$ cat src/rtl/oekf_pkg.sv
// Package: types, constants and helpers for the odometry EKF prediction step.
package oekf_pkg;

    localparam int CordicStages = 16;
    localparam int CordicRun    = (CordicStages < 24) ? CordicStages : 24;

    localparam logic signed [33:0] AngPi     = 34'sd1686629713;
    localparam logic signed [33:0] AngHalfPi = 34'sd843314857;
    localparam logic signed [33:0] AngTwoPi  = 34'sd3373259426;
    localparam logic signed [31:0] CordicGain = 32'sd652032874;

    localparam logic [1:0] RegVelNoise = 2'd0;
    localparam logic [1:0] RegYawNoise = 2'd1;
    localparam logic [1:0] RegTimeStep = 2'd2;

    typedef struct packed {
        logic signed [15:0] speed;
        logic signed [15:0] pitch;
        logic signed [15:0] turn_rate;
        logic [31:0]        time_tag;
    } t_in_beat;

    typedef struct packed {
        logic signed [23:0] delta_x;
        logic signed [23:0] delta_y;
        logic signed [23:0] heading_step;
        logic signed [31:0] cov_xx;
        logic signed [31:0] cov_xy;
        logic signed [31:0] cov_xh;
        logic signed [31:0] cov_yy;
        logic signed [31:0] cov_yh;
        logic signed [31:0] cov_hh;
        logic [31:0]        tag_out;
    } t_out_beat;

    function automatic logic signed [33:0] atan_at(input int i);
        case (i)
            0: atan_at = 34'sd421657428;
            1: atan_at = 34'sd248918915;
            2: atan_at = 34'sd131521918;
            3: atan_at = 34'sd66762579;
            4: atan_at = 34'sd33510843;
            5: atan_at = 34'sd16771758;
            6: atan_at = 34'sd8387925;
            7: atan_at = 34'sd4194219;
            8: atan_at = 34'sd2097141;
            9: atan_at = 34'sd1048575;
            default: atan_at = 34'sd1 <<< (29 - i);
        endcase
    endfunction

endpackage

$ cat src/rtl/oekf_cordic.sv
// Pipelined rotation-mode CORDIC: Q.29 angle in, Q.20 cosine and sine out.
module oekf_cordic (
    input  logic               i_clk,
    input  logic               i_en,
    input  logic signed [33:0] i_angle,
    output logic signed [21:0] o_cos,
    output logic signed [21:0] o_sin
);
    localparam int N = oekf_pkg::CordicRun;

    logic signed [33:0] r_x [0:N];
    logic signed [33:0] r_y [0:N];
    logic signed [33:0] r_z [0:N];
    logic               r_neg [0:N];
    logic signed [33:0] n_z1;
    logic signed [33:0] n_z2;
    logic               n_neg;
    logic signed [33:0] w_xf;
    logic signed [33:0] w_yf;
    logic signed [33:0] w_xr;
    logic signed [33:0] w_yr;

    // Reduce into [-pi, pi], then fold into [-pi/2, pi/2].
    always_comb begin
        n_z1 = i_angle;
        if (n_z1 > oekf_pkg::AngPi) begin
            n_z1 = n_z1 - oekf_pkg::AngTwoPi;
        end
        if (n_z1 < -oekf_pkg::AngPi) begin
            n_z1 = n_z1 + oekf_pkg::AngTwoPi;
        end
        n_neg = 1'b0;
        n_z2  = n_z1;
        if (n_z1 > oekf_pkg::AngHalfPi) begin
            n_z2 = n_z1 - oekf_pkg::AngPi;
            n_neg = 1'b1;
        end else if (n_z1 < -oekf_pkg::AngHalfPi) begin
            n_z2 = n_z1 + oekf_pkg::AngPi;
            n_neg = 1'b1;
        end
    end

    always_ff @(posedge i_clk) begin
        if (i_en) begin
            r_x[0]   <= 34'(oekf_pkg::CordicGain);
            r_y[0]   <= '0;
            r_z[0]   <= n_z2;
            r_neg[0] <= n_neg;
            for (int g = 0; g < N; g++) begin
                r_neg[g+1] <= r_neg[g];
                if (r_z[g] >= 0) begin
                    r_x[g+1] <= r_x[g] - (r_y[g] >>> g);
                    r_y[g+1] <= r_y[g] + (r_x[g] >>> g);
                    r_z[g+1] <= r_z[g] - oekf_pkg::atan_at(g);
                end else begin
                    r_x[g+1] <= r_x[g] + (r_y[g] >>> g);
                    r_y[g+1] <= r_y[g] - (r_x[g] >>> g);
                    r_z[g+1] <= r_z[g] + oekf_pkg::atan_at(g);
                end
            end
        end
    end

    assign w_xf = r_neg[N] ? -r_x[N] : r_x[N];
    assign w_yf = r_neg[N] ? -r_y[N] : r_y[N];
    assign w_xr = (w_xf + 34'sd512) >>> 10;
    assign w_yr = (w_yf + 34'sd512) >>> 10;

    always_ff @(posedge i_clk) begin
        if (i_en) begin
            o_cos <= w_xr[21:0];
            o_sin <= w_yr[21:0];
        end
    end
endmodule
$ cat config.mk
export PLATFORM = sky130hd
export DESIGN_NAME = oekf_cordic
export DESIGN_NICKNAME = d
export VERILOG_FILES = /design/src/rtl/oekf_pkg.sv /design/src/rtl/oekf_cordic.sv
export SDC_FILE = /design/constraint.sdc
export NUM_CORES = 2
export LEC_CHECK = 0
export BUFFER_PORTS_ARGS = -buffer_cell sky130_fd_sc_hd__buf_4
export CAP_MARGIN = 25
export CORE_MARGIN = 2
export CORE_UTILIZATION = 50
export CTS_CLUSTER_DIAMETER = 80
export DETAILED_ROUTE_END_ITERATION = 12
export PLACE_DENSITY = 0.65
export SLEW_MARGIN = 20
export SYNTH_ARGS = -nofsm -noshare
export SYNTH_HDL_FRONTEND = slang
export SYNTH_SLANG_ARGS = --single-unit
$ cat constraint.sdc
create_clock -name i_clk -period 16.9 [get_ports i_clk]
set_clock_uncertainty 0.05 [all_clocks]
set_input_delay 0 -clock i_clk [delete_from_list [all_inputs] [get_ports i_clk]]
set_output_delay 0 -clock i_clk [all_outputs]
set_load 0.1 [all_outputs]
After elaboration in Yosys (flattened, before gate mapping)
Memory sizes are Yosys's and may differ from the RTL's. Cells that the tools add are included.

Memory bits (writable): 1751. Flip-flop bits (word level): 44. Output and inout port bits: 44. Memories: 4.

Bitwise operators: 48. Order comparisons: 20. Muxes and demuxes: 218. Add/subtract/negate cells: 103.

Memory list: r_x (depth 17, bits a word 34, read ports 17, clocked after Yosys merged registers in 0, wr ports 17, RTL line oekf_cordic.sv:11) `logic signed [33:0] r_x [0:N];`; r_y (depth 17, bits a word 34, read ports 17, clocked after Yosys merged registers in 0, wr ports 17, RTL line oekf_cordic.sv:12) `logic signed [33:0] r_y [0:N];`; r_z (depth 17, bits a word 34, read ports 16, clocked after Yosys merged registers in 0, wr ports 17, RTL line oekf_cordic.sv:13) `logic signed [33:0] r_z [0:N];`; r_neg (depth 17, bits a word 1, read ports 17, clocked after Yosys merged registers in 0, wr ports 17, RTL line oekf_cordic.sv:14) `logic r_neg [0:N];`.

Operators with widths (count): $mux 34 (116); $sub 34x34->34 (18); $add 34x34->34 (17); $ge 34x1->1 const B (16); $mux 1 (100); $add 34x19->34 (2); $add 34x20->34 (2); $add 34x21->34 (2); $add 34x22->34 (2); $add 34x23->34 (2); $add 34x24->34 (2); $add 34x25->34 (2); $add 34x26->34 (2); $add 34x27->34 (2); $add 34x28->34 (2); $add 34x29->34 (2); $add 34x30->34 (2); $add 34x31->34 (2); $add 34x32->34 (2); $add 34x33->34 (2); $sub 34x19->34 (2); $sub 34x20->34 (2); $sub 34x21->34 (2); $sub 34x22->34 (2); other kinds (23) (84).

Depth between registers and ports, before layout
Word-level depth: 7. Mapped depth: 31. Mapped depth without buffers: 24.

Worst setup path before layout
OpenSTA, ideal clock, no wires.

Kind: input to register. Start point: in i_angle[5]. End point: mem r_z[0][23] (data pin). Stages: 30. Slack: 10104 ps. Library setup time: 268 ps. Buffers on the path: 7. Arrival: 6477 ps. Path through: buf_2 > or4b_4 > nor4_2 > or3_1 > o21a_2 > buf_6 > buf_6 > buf_6 > clkbuf_1 > nand2_1 > o21ai_1 > ha_1 > clkbuf_1 > nand2_1 > a211oi_1 > a21oi_1 > a211oi_1 > o31ai_4 > or2_1 > a32o_1 > nor3_1 > xnor2_2 > o311ai_0 > or4_1 > or4_1 > o21ai_2 > a21oi_2 > buf_2 > a22oi_1 > xnor2_1.

RTL lines: start, declared (RTL line oekf_cordic.sv:5) `input logic signed [33:0] i_angle,`; end, declared (RTL line oekf_cordic.sv:13).

==> impl_metrics.ini <==
[yosys]
netlist_area_mm2 = 0.126
ys_top_cells_by_area = edfxtp_1 36%, ha_1 13%, xnor2_1 9.8%
synth_cell_type_count = 112
synth_edf_count = 1488
postSynthCellCount = 13300
synth_nets = 14700
yosys_warnings = 0
ys_seq_area_share_pct = 35.5
avgSynthCellArea_um2 = 9.44
synth_ff_type = edfxtp_1
yosysTopAreaCellShare_pct = 35.5
ys_seq_elements = 1488
synthArstFlopShare_pct = 0
synth_top_cell_by_area = edfxtp_1

[setup_path]
cp-start-kind = input port
worst_r2r_path_depth = 22
r2r_start = r_x[2][28]$_DFFE_PP_
required_ns = 17.42
cp.arrival_ns = 8.50
cp_top_family = compound AO/OA/AOI/OAI gates
cpPeakStageDelay_ns = 0.71
rrSetupSlack_ns = 9.68
crit_type = input port to flop
cp_max_fo = 47
cp.depth = 26
cpMostUsedCell = a211oi_1
cp_slowest_cell = a21oi_4
r2r-end = r_y[3][32]$_DFFE_PP_
cp_num_buf_inv = 5
endpoint_kind = flop

[cts]
cts_made_buffers = 175
htreeDepth = 4
clkTransAtPathRegs_ns = 0.05
clock_latency_ns = 0.86
tritoncts = built
root_buffer = clkbuf_16
post_cts_resize_count = 0
postCtsSetupBuffers = 0
clock_sinks = 1488
clock_path_buffers = 3

[routing]
antenna_left = 0
wire_per_inst_um = 19.6
drc = 0
dr.pass1.iters = 6
avgViaCountPerCell = 5.94
drtIter0Drc = 7860
vias = 100000
routed_wl_um = 332000

[floorplanning]
rows = 184
design.die.area_mm2 = 0.255
die_w_um = 505
start_util_pct = 50.1
core-area_mm2 = 0.251
io_pins = 80
die_y_um = 505

[final_layout]
area_growth_pct = 8.39
nNetsFinal = 14800
design_area_mm2 = 0.136
drive_above_1_share_pct = 4.83
mostFrequentLayoutCell = edfxtp_1
mostFrequentLayoutCells = 1488 x edfxtp_1, 1404 x xnor2_1, 1349 x ha_1

[global_route]
grt_antenna_before_repair = 1
grt_max_degree = 171
grt_pass1_wl_um = 525000
grtUsageTotal_pct = 25.2
first_global_vias = 96900
grt-ovfl-total = 0

[sta]
tns_ns = 0
finalHoldViolCount = 0
final-max-slew-violation-count = 0
slew_headroom_pct = 23.1
setup_violations = 0
min_period_ns = 7.98
rsz0062_at_grt = no
fmax_ghz = 0.125
period_share_pct = 47.2
worstMarginPinSlew_ns = 1.15

[min_path]
min_to = r_z[0][12]$_DFFE_PP_
holdPathStages = 4
hold_start = i_angle[12]
hold_path.class = input port to flop

[placement]
io_buffer_count = 79
place_congestion = 0.940
dpl_cell_area_mm2 = 0.130
place_hpwl_um = 260000

[status]
status = finished, final reports clean

[job]
cap_violations = 0
-- cell usage after synthesis, types with 179 or more instances --
cell type,count
a21oi_1,1101
clkbuf_1,211
nand2_1,796
o21a_1,179
xnor2_1,1404
nor3_1,547
nor2_1,1271
a21o_1,264
nand3_1,352
xor2_1,522
o21ai_0,624
ha_1,1349
o21bai_1,185
inv_1,608
edfxtp_1,1488
-- tightest hold or removal path: stages --
cell	delay, ns
buf_4	0.18
xnor2_1	0.23
xor2_1	0.27
xnor2_1	0.17
-- layer usage --
layer	up-vias	global-route usage, %	part of all wire [%]
met5	-	0	0
met3	532	3.26	4.8
li1	49300	-	-
met4	0	7.99	3.1
met2	2485	43.0	48
met1	48100	33.2	44
-- worst max path at each step --
| stage | from | to | slack, ns |
|---|---|---|---|
| 6_report | i_angle[21] | r_z[0][1]$_DFFE_PP_ | 8.92 |
| 5_1_grt | i_angle[21] | r_z[0][1]$_DFFE_PP_ | 8.44 |
| 4_1_cts | i_angle[21] | r_z[0][1]$_DFFE_PP_ | 9.11 |
| 3_5_place_dp | i_angle[21] | r_z[0][15]$_DFFE_PP_ | 9.07 |
| 3_3_place_gp | i_angle[21] | r_z[0][15]$_DFFE_PP_ | 8.76 |
| 2_1_floorplan | i_angle[5] | r_z[0][23]$_DFFE_PP_ | 10.10 |
-- flip-flops by register name, summed over array words and instances (netlist names) --
name / flops
r_y: 509
r_x: 482
r_z: 436
o_cos: 22
o_sin: 22
r_neg: 17
-- cells by family after synthesis --
| family | share of synthesized area [%] |
|---|---|
| simple gates | 15.7 |
| compound gates | 17.5 |
| xor+xnor | 13.5 |
| flops | 35.5 |
| fa+ha+maj | 14.2 |
| buf+inv | 2.69 |
| mux | 0.927 |
-- stage by stage --
stage                     cells  util [%]  worst slack [ns]  hold slack (ns)
after floorplan           13300         -             10.10           0.0625
after global placement    16600      51.9              8.76            0.351
after detailed placement  16600      51.9              9.07            0.355
after CTS                 16900      54.3              9.11           0.0225
after global routing      16900      54.3              8.44           0.0929
final                     16900      54.4              8.92            0.109
-- area by class of cell --
class,instances,area (µm²)
multi-input cells,10900,77700
repair buffers,167,1350
well taps,3348,4190
inverters,617,2320
diodes,3,7.51
clock buffers,199,4490
clock inverters,128,1540
fillers,22000,114000
flip-flops and latches,1488,44700
-- repair_timing --
action	CTS	global route
setup endpoints to repair	0	0
hold buffers	14	0
endpoints found under the hold margin	321	0
Power is left out: the tool's default activity adds up to more than one toggle a clock period on the data nets, which glitch-free logic cannot reach.
